[src/hw/rtl/sapq_pkg.sv]
// Package of the sorted array priority queue: field widths, codes and the entry type.
// Depends on nothing; used by the top level and the checker.
package sapq_pkg;

  localparam int unsigned DepthDefault = 8;
  localparam int unsigned ValueW       = 32;
  localparam int unsigned RankW        = 32;
  localparam int unsigned StatusW      = 2;
  localparam int unsigned FillW        = 4;

  // Request codes.
  localparam logic ReqInsert = 1'b0;
  localparam logic ReqRemove = 1'b1;

  // Result status codes.
  typedef enum logic [StatusW-1:0] {
    STATUS_OK    = 2'd0,
    STATUS_FULL  = 2'd1,
    STATUS_EMPTY = 2'd2
  } status_e;

  // One stored entry, rank in the upper half.
  typedef struct packed {
    logic signed [RankW-1:0]  rank;
    logic signed [ValueW-1:0] value;
  } entry_t;

endpackage

[src/hw/rtl/sapq_ram.sv]
// Generic single-port-write, single-port-read RAM with a registered read.
// Depends on nothing.
module sapq_ram #(
  parameter int unsigned Width = 64,
  parameter int unsigned Depth = 8,
  localparam int unsigned AddrW = (Depth > 1) ? $clog2(Depth) : 1
) (
  input  logic             clk_i,
  input  logic             we_i,
  input  logic [AddrW-1:0] waddr_i,
  input  logic [Width-1:0] wdata_i,
  input  logic [AddrW-1:0] raddr_i,
  output logic [Width-1:0] rdata_o
);

  logic [Width-1:0] mem_q [Depth];

  always_ff @(posedge clk_i) begin
    if (we_i) begin
      mem_q[waddr_i] <= wdata_i;
    end
    rdata_o <= mem_q[raddr_i];
  end

endmodule

[src/hw/rtl/sorted_array_priority_queue.sv]
// Sorted array priority queue: one request at a time, busy from acceptance to result.
// Insert moves each held entry ranked after the new one up a slot, then writes the new
// entry; remove reads the head, then copies each following entry one slot down.
// The entry RAM has one write port and one read port with a registered read, so each
// move waits for its read. The result strobe lasts one cycle as busy falls.
// Reset (rst_ni low, asynchronous) empties the queue; the RAM itself is not cleared.
module sorted_array_priority_queue #(
  parameter int unsigned DEPTH = sapq_pkg::DepthDefault
) (
  input  logic                                clk_i,
  input  logic                                rst_ni,
  input  logic                                start,
  output logic                                busy,
  input  logic                                req_type_i,
  input  logic signed [sapq_pkg::ValueW-1:0]  item_value_i,
  input  logic signed [sapq_pkg::RankW-1:0]   item_rank_i,
  output logic                                done_o,
  output logic        [sapq_pkg::StatusW-1:0] status_o,
  output logic signed [sapq_pkg::ValueW-1:0]  out_value_o,
  output logic signed [sapq_pkg::RankW-1:0]   out_rank_o,
  output logic        [sapq_pkg::FillW-1:0]   fill_count_o
);

  import sapq_pkg::*;

  // Address width indexes a slot; count width also holds DEPTH itself.
  localparam int unsigned AW = (DEPTH > 1) ? $clog2(DEPTH) : 1;
  localparam int unsigned CW = $clog2(DEPTH + 1);

  // The sequencer. Insert walks from the tail toward the head, reading the entry
  // just below the free slot and moving it up while its rank is greater than the
  // new rank. Remove reads the head, then copies each following entry one slot down.
  typedef enum logic [2:0] {
    ST_IDLE,
    ST_REJECT,
    ST_INS_RD,
    ST_INS_CMP,
    ST_INS_PUT,
    ST_REM_HEAD,
    ST_REM_RD,
    ST_REM_WR
  } state_e;

  state_e            state_q;
  logic [CW-1:0]     occ_q;
  logic [CW-1:0]     idx_q;
  entry_t            new_q;
  logic              done_q;
  status_e           status_q;
  logic [ValueW-1:0] out_value_q;
  logic [RankW-1:0]  out_rank_q;

  // RAM ports.
  logic            ram_we;
  logic [AW-1:0]   ram_waddr;
  entry_t          ram_wdata;
  logic [AW-1:0]   ram_raddr;
  logic [$bits(entry_t)-1:0] ram_rdata;
  entry_t          rd_entry;

  logic [CW-1:0] idx_dec;
  logic [CW-1:0] idx_inc;
  logic          rank_above;
  logic          last_move;

  assign rd_entry = entry_t'(ram_rdata);
  assign idx_dec  = idx_q - CW'(1);
  assign idx_inc  = idx_q + CW'(1);

  // The insert compare: is the entry just read ranked after the new one?
  assign rank_above = rd_entry.rank > new_q.rank;

  // The remove loop ends once the slot just written is the second to last held one.
  assign last_move = ({1'b0, idx_q} + (CW + 1)'(2)) == {1'b0, occ_q};

  always_comb begin
    ram_we    = 1'b0;
    ram_waddr = idx_q[AW-1:0];
    ram_wdata = new_q;
    ram_raddr = '0;
    case (state_q)
      ST_INS_RD: begin
        ram_raddr = idx_dec[AW-1:0];
      end
      ST_INS_CMP: begin
        ram_we = 1'b1;
        if (rank_above) begin
          ram_wdata = rd_entry;
        end
      end
      ST_INS_PUT: begin
        ram_we = 1'b1;
      end
      ST_REM_RD: begin
        ram_raddr = idx_inc[AW-1:0];
      end
      ST_REM_WR: begin
        ram_we    = 1'b1;
        ram_wdata = rd_entry;
      end
      default: begin
        ram_raddr = '0;
      end
    endcase
  end

  sapq_ram #(
    .Width($bits(entry_t)),
    .Depth(DEPTH)
  ) u_ram (
    .clk_i   (clk_i),
    .we_i    (ram_we),
    .waddr_i (ram_waddr),
    .wdata_i (ram_wdata),
    .raddr_i (ram_raddr),
    .rdata_o (ram_rdata)
  );

  // State, occupancy and the result registers. A result is set up while the
  // sequencer works and shown for one cycle as it returns to idle.
  always_ff @(posedge clk_i or negedge rst_ni) begin
    if (!rst_ni) begin
      state_q     <= ST_IDLE;
      occ_q       <= '0;
      idx_q       <= '0;
      done_q      <= 1'b0;
      status_q    <= STATUS_OK;
      new_q       <= '0;
      out_value_q <= '0;
      out_rank_q  <= '0;
    end else begin
      done_q <= 1'b0;
      case (state_q)
        ST_IDLE: begin
          if (start) begin
            new_q.value <= item_value_i;
            new_q.rank  <= item_rank_i;
            out_value_q <= '0;
            out_rank_q  <= '0;
            status_q    <= STATUS_OK;
            if (req_type_i == ReqInsert) begin
              if (occ_q == CW'(DEPTH)) begin
                status_q <= STATUS_FULL;
                state_q  <= ST_REJECT;
              end else if (occ_q == '0) begin
                idx_q   <= '0;
                state_q <= ST_INS_PUT;
              end else begin
                idx_q   <= occ_q;
                state_q <= ST_INS_RD;
              end
            end else begin
              if (occ_q == '0) begin
                status_q <= STATUS_EMPTY;
                state_q  <= ST_REJECT;
              end else begin
                // The head read address is presented while idle.
                state_q <= ST_REM_HEAD;
              end
            end
          end
        end
        ST_REJECT: begin
          done_q  <= 1'b1;
          state_q <= ST_IDLE;
        end
        ST_INS_RD: begin
          state_q <= ST_INS_CMP;
        end
        ST_INS_CMP: begin
          if (rank_above) begin
            idx_q <= idx_dec;
            if (idx_q == CW'(1)) begin
              state_q <= ST_INS_PUT;
            end else begin
              state_q <= ST_INS_RD;
            end
          end else begin
            occ_q   <= occ_q + CW'(1);
            done_q  <= 1'b1;
            state_q <= ST_IDLE;
          end
        end
        ST_INS_PUT: begin
          occ_q   <= occ_q + CW'(1);
          done_q  <= 1'b1;
          state_q <= ST_IDLE;
        end
        ST_REM_HEAD: begin
          out_value_q <= rd_entry.value;
          out_rank_q  <= rd_entry.rank;
          idx_q       <= '0;
          if (occ_q == CW'(1)) begin
            occ_q   <= occ_q - CW'(1);
            done_q  <= 1'b1;
            state_q <= ST_IDLE;
          end else begin
            state_q <= ST_REM_RD;
          end
        end
        ST_REM_RD: begin
          state_q <= ST_REM_WR;
        end
        ST_REM_WR: begin
          idx_q <= idx_inc;
          if (last_move) begin
            occ_q   <= occ_q - CW'(1);
            done_q  <= 1'b1;
            state_q <= ST_IDLE;
          end else begin
            state_q <= ST_REM_RD;
          end
        end
        default: begin
          state_q <= ST_IDLE;
        end
      endcase
    end
  end

  assign busy         = (state_q != ST_IDLE);
  assign done_o       = done_q;
  assign status_o     = status_q;
  assign out_value_o  = out_value_q;
  assign out_rank_o   = out_rank_q;
  assign fill_count_o = FillW'(occ_q);

endmodule

[config.mk]
export PLATFORM = sky130hd
export DESIGN_NAME = sorted_array_priority_queue
export DESIGN_NICKNAME = d
export VERILOG_FILES = /design/src/hw/rtl/sapq_pkg.sv /design/src/hw/rtl/sapq_ram.sv /design/src/hw/rtl/sorted_array_priority_queue.sv
export SDC_FILE = /design/constraint.sdc
export NUM_CORES = 1
export LEC_CHECK = 0
export BUFFER_PORTS_ARGS = -buffer_cell sky130_fd_sc_hd__buf_2
export CAP_MARGIN = 20
export CORE_MARGIN = 2
export CORE_UTILIZATION = 50
export DETAILED_ROUTE_END_ITERATION = 8
export HOLD_SLACK_MARGIN = 0.02
export PLACE_DENSITY = 0.67
export SETUP_SLACK_MARGIN = 0.1
export SLEW_MARGIN = 20
export SYNTH_ARGS = -nofsm -noshare
export SYNTH_HDL_FRONTEND = slang
export SYNTH_HIERARCHICAL = 1
export SYNTH_SLANG_ARGS = --single-unit
[constraint.sdc]
create_clock -name clk_i -period 16 [get_ports clk_i]
set_input_delay 3.2 -clock clk_i [delete_from_list [all_inputs] [get_ports clk_i]]
set_output_delay 3.2 -clock clk_i [all_outputs]
set_load 0.05 [all_outputs]
Word-level counts from Yosys, hierarchy flattened. Memories as Yosys holds them, arrays and structs flattened. A register that Yosys moved wholly into a read port is not among the register bits. Index checks and enable logic that the tools add are counted.

Add/subtract/negate cells: 5. $lt $le $gt $ge: 1. Equal/unequal tests: 18. Multiplexer cells: 36. Reduce and logical (&&, ||, !) cells: 12.

Operators by type and width (number): $pmux W32 S2 (2); $pmux W64 S2 (1); $mux W64 (1); $gt A32 B32 Y1 (1); $mux W32 (1); $mux W4 (8); $pmux W4 S4 (2); $mux W3 (9); $pmux W3 S7 (1); $ne A2 B2 Y1 const B (7); $eq A3 B3 Y1 const B (4); $add A4 B1 Y4 const B (2); $eq A4 B1 Y1 const B (2); $reduce_bool A4 Y1 (2); $sub A4 B1 Y4 const B (2); $mux W1 (7); $eq A3 B2 Y1 const B (2); $pmux W3 S2 (1); $add A4 B2 Y5 const B (1); $eq A5 B4 Y1 (1); $reduce_and A5 Y1 (1); $eq A4 B4 Y1 const B (1); $logic_not A4 Y1 (1); $mux W2 (2); other kinds (9) (10).

Register bits after elaboration: 142. Bits in writable memories: 512. Bits of input ports: 68. Word-level logic and storage cells: 82. Memories: 1.

Memories: u_ram.mem_q (words 8, bits a word 64, read ports 1, clocked after memory_dff 1, write ports 1, line sapq_ram.sv:16) `logic [Width-1:0] mem_q [Depth];`.

Depth between registers and ports, before layout.
Depth after elaboration: 6. Mapped depth: 11.

Hierarchy. Netlist, hierarchy kept.

By module, submodules not included: sapq_ram (times used 1, cells an instance 816, area each 20547.2 µm²); sorted_array_priority_queue (times used 1, cells an instance 836, area each 7743.7 µm²).

Worst setup path before layout. OpenSTA, ideal clock, no wires.

Kind: register to register. Start point: register state_q[0]. End point: memory u_ram.mem_q[4][0], enable pin. Data arrival time: 5446 ps. Data required time: 15435 ps. Setup slack: 9989 ps. Cell stages (with the launch flop): 6. Cell sequence: dfrtp_1 > clkbuf_1 > or3_1 > nand2_1 > nand2_1 > nor3_1.

Cells in the longest elaborated chain, start to end: 5. Elaborated cells between the ends (all ways): 7. Classes of those cells: 3 x eq/ne; 3 x mux; 1 x reduce/logical.

Ends and longest elaborated chain: start: declaration (line sorted_array_priority_queue.sv:44) `state_e state_q;`; start signal: assignment (line sorted_array_priority_queue.sv:123) `state_q <= ST_IDLE;`; start signal: assignment (line sorted_array_priority_queue.sv:144) `state_q <= ST_REJECT;`; start signal: assignment (line sorted_array_priority_queue.sv:147) `state_q <= ST_INS_PUT;`; $eq A3 B3 Y1 / $eq A3 B2 Y1 (equally long branches) (line sorted_array_priority_queue.sv:81) `case (state_q)`; $reduce_or A3 Y1 (no source line) *; $mux W1 * (line sorted_array_priority_queue.sv:81); named net ram_we (line sorted_array_priority_queue.sv:54) `logic ram_we;`; $mux W1 * (line sapq_ram.sv:19) `if (we_i) begin`; $mux W1 (implied by the code) * (line sapq_ram.sv:20) `mem_q[waddr_i] <= wdata_i;`; end: declaration (line sapq_ram.sv:16).

Mark *: on every way through the listed nets, which the timed path passes. The rest lies on a longest branch.

Worst setup path in the final report.
Start point: register state_q[2]. End point: output port busy.

Cells in the longest elaborated chain, start to end: 1.

Ends and longest elaborated chain: $reduce_bool A3 Y1 (line sorted_array_priority_queue.sv:221) `assign busy = (state_q != ST_IDLE);`; end: declaration (line sorted_array_priority_queue.sv:13) `output logic busy,`.

No other way between the ends.

==> impl_metrics.env <==
export IMPL_outcome="complete, no violations"
export IMPL_die_x_um=242
export IMPL_yosysSeqAreaShare=0.714
export IMPL_cts_max_level=3
export IMPL_cp_arrival_ns=2.08
export IMPL_drv_cap=0
export IMPL_wl_per_cell_um=22.9
export IMPL_ff_latch_area_mm2=0.0202
export IMPL_leakagePower_nw=12.1
export IMPL_cp_start_kind="flop"
export IMPL_timing_fmax_mhz=189
export IMPL_synthMuxAreaShare=0.163
export IMPL_hpwlAfterDp_um=33200
export IMPL_nFillCells=4326
export IMPL_p_seq_frac=0.430
export IMPL_internal_power_mw=4.46
export IMPL_cts_tree="done"
export IMPL_synthCells=1652
export IMPL_crit_buf_inv=2
export IMPL_yosys_area_share_simple=0.0604
export IMPL_tns_ns=0
export IMPL_synth_ff_type="edfxtp_1"
export IMPL_swShare=0.341
export IMPL_synth_compound_area_frac=0.0188
export IMPL_multi_input_area_mm2=0.00757
export IMPL_rsz0062_at_grt="no"
export IMPL_cts_buffers=71
export IMPL_nets=1914
export IMPL_finalCriticalPeriod_ns=5.28
export IMPL_crit_fanout=15
export IMPL_cpLargestDelayFamily="simple AND/OR/NAND/NOR gates"
export IMPL_worstPathRequired_ns=12.80
export IMPL_powerDensity_mw_per_mm2=211
export IMPL_worst_pin_slew_ns=1.05
export IMPL_min_path_type="flop to flop"
export IMPL_synthesis_area_mm2=0.0283
export IMPL_hold_viol=0
export IMPL_syn_to_final_growth_pct=13.2
export IMPL_maxSlewHeadroom=0.303
export IMPL_core_area_mm2=0.0562
export IMPL_rows=87
export IMPL_max_stage_delay_ns=0.59
export IMPL_grt_usage=0.207
export IMPL_synth_top_family_by_area="multiplexers"
export IMPL_cts_repair_resized=0
export IMPL_ir_drop_mv=0.124
export IMPL_final_period_utilization=0.330
export IMPL_layout_drive_gt1_share=0.288
export IMPL_path_cells="nor3_1 > inv_1 > buf_2"
export IMPL_ios=140
export IMPL_grt_overflow=0
export IMPL_first_pass_iters=8
export IMPL_ys_warn_count=6
export IMPL_skew_ns=0.0211
export IMPL_synth_fp_nets=1761
export IMPL_vias=14700
export IMPL_setup_violations=0
export IMPL_grt_max_degree=85
export IMPL_clkPwrFrac=0.234
export IMPL_combPwrFrac=0.336
export IMPL_drtIter0Drc=940
export IMPL_vias_per_cell=5.62
export IMPL_setup_worst_path_class="flop to output port"
export IMPL_place_gp_congestion=0.793
export IMPL_numPortBuffers=139
export IMPL_end_kind="output port"
export IMPL_synth_avg_cell_area_um2=17.1
export IMPL_crit_slowest_cell="nor3_1"
export IMPL_synth_adder_area_share=0.0181
export IMPL_max_clock_path_buffers=3
export IMPL_cts_sinks=718
export IMPL_ys_async_sr_fraction=0.198
export IMPL_grt_pass1_vias=15400
export IMPL_drt_total_wl_um=60000
export IMPL_start_util=0.504
export IMPL_postRouteAntennaNets=0
export IMPL_ctsHoldBuffers=0
export IMPL_fin_hold_ws_ns=0.434
export IMPL_die_height_um=242
export IMPL_clk_pin_slew_worst_paths_ns=0.06
export IMPL_cts_root_buf="clkbuf_16"
export IMPL_synth_edf_count=512
export IMPL_ys_seq_elements=718
export IMPL_grt_pass1_wl_um=91800
export IMPL_power_mw=6.76
export IMPL_worstSkewPairLatency_ns=0.60
export IMPL_antenna_found_initial=0
export IMPL_die_area_mm2=0.0585
export IMPL_synth_xor_area_share=0.00402
export IMPL_drc=0
export IMPL_p_switching_mw=2.30
export IMPL_yosys_cell_types_count=52
export IMPL_post_cts_setup_buffers=0
export IMPL_slew_viol_final=0
## cells in the mapped netlist (4+ instances only)
master | instances | area [um^2]
a21oi_1 | 23 | 115
mux2_4 | 60 | 901
ha_1 | 41 | 513
clkbuf_1 | 43 | 161
nand2b_1 | 6 | 37.5
nor3_1 | 6 | 30.0
nand4_1 | 7 | 43.8
edfxtp_1 | 512 | 15400
xnor2_1 | 9 | 78.8
dfrtp_1 | 142 | 3550
nand2_1 | 279 | 1050
inv_1 | 42 | 158
nand3_1 | 70 | 350
dfxtp_1 | 64 | 1280
mux4_2 | 128 | 2880
mux2i_1 | 5 | 50.1
buf_1 | 15 | 56.3
mux2_2 | 68 | 766
buf_6 | 18 | 203
o21ai_0 | 42 | 210
nor2_1 | 21 | 78.8
xor2_1 | 4 | 35.0
## layout make-up
cell class | count | share of cell area
Antenna cell | 1 | 0.0000782
Clock buffer | 102 | 0.0627
Clock inverter | 28 | 0.00606
Inverter | 42 | 0.00492
Multi-Input combinational cell | 810 | 0.236
Sequential cell | 718 | 0.631
Tap cell | 756 | 0.0295
Timing Repair Buffer | 162 | 0.0290
## cell usage in the layout, fill, tap and decap left out, types with 7 or more instances in the layout
cell and instances:
a21oi_1 23, buf_2 138, buf_4 20, clkbuf_1 23
clkbuf_16 74, clkinv_1 9, clkinv_2 13, dfrtp_1 142
dfxtp_1 64, edfxtp_1 512, ha_1 41, inv_1 42
mux2_2 68, mux2_4 60, mux4_2 128, nand2_1 278
nand3_1 70, nand4_1 7, nor2_1 11, nor2_4 10
o21ai_0 42, xnor2_1 9
## power groups by stage
stage / sequential (mW) / clock [mW] / combinational (mW)
finish: 2.91 / 1.58 / 2.27
floorplan: 3.18 / 0 / 1.44
global placement: 2.93 / 0 / 2.24
detailed placement: 2.94 / 0 / 2.29
global route: 2.95 / 1.69 / 2.47
CTS: 2.91 / 1.62 / 2.30
## flip-flops by register name, summed over array words and instances, names as in the netlist
| name | cells |
|---|---|
| state_q | 3 |
| out_rank_o | 32 |
| u_ram/rdata_o | 64 |
| out_value_o | 32 |
| idx_q | 4 |
| status_o | 2 |
| u_ram/mem_q | 512 |
| fill_count_o | 4 |
| new_q | 64 |
| done_o | 1 |
## worst min-delay path, delay by kind of cell, from the launching register on
| family | cells | cell delay, ns |
|---|---|---|
| flops | 1 | 0.31 |
| simple gates | 2 | 0.09 |
## worst paths after layout
check	start	end	slack [ns]	cells after the start
max	state_q[2]	busy	10.72	3
min	u_ram/rdata_o[28]	out_value_o[28]	0.43	2
max reg2reg	new_q[63]	u_ram/mem_q[4][23]	11.47	9
min reg2reg	u_ram/rdata_o[28]	out_value_o[28]	0.43	2
max in group asynchronous	rst_ni	new_q[44]	11.79	2
min in group asynchronous	rst_ni	out_value_o[7]	2.67	1
## metal layers
metal / track usage / up-vias / part of all wire
met3: 0.0334 / 74 / 0.046
li1: - / 6530 / -
met1: 0.271 / 7779 / 0.42
met4: 0.0621 / 0 / 0.018
met2: 0.360 / 331 / 0.52
met5: 0 / - / 0
## through the flow
step,instances,utilization,area [um^2],setup slack (ns)
2_1_floorplan,1652,-,28300,9.99
5_1_grt,2618,0.570,32000,10.62
3_3_place_gp,2486,0.530,29800,10.69
4_1_cts,2617,0.569,32000,10.69
6_report,2619,0.570,32000,10.72
3_5_place_dp,2487,0.530,29800,10.63
## cells by family after synthesis
logic type                 after synthesis
AOI/OAI and AO/OA                       89
xor gates and xnor gates                13
adders and majority gates               41
buffers and inverters                  124
DFF                                    718
muxes                                  261
and+or+nand+nor                        406
Power figures use the tool's default switching activity.
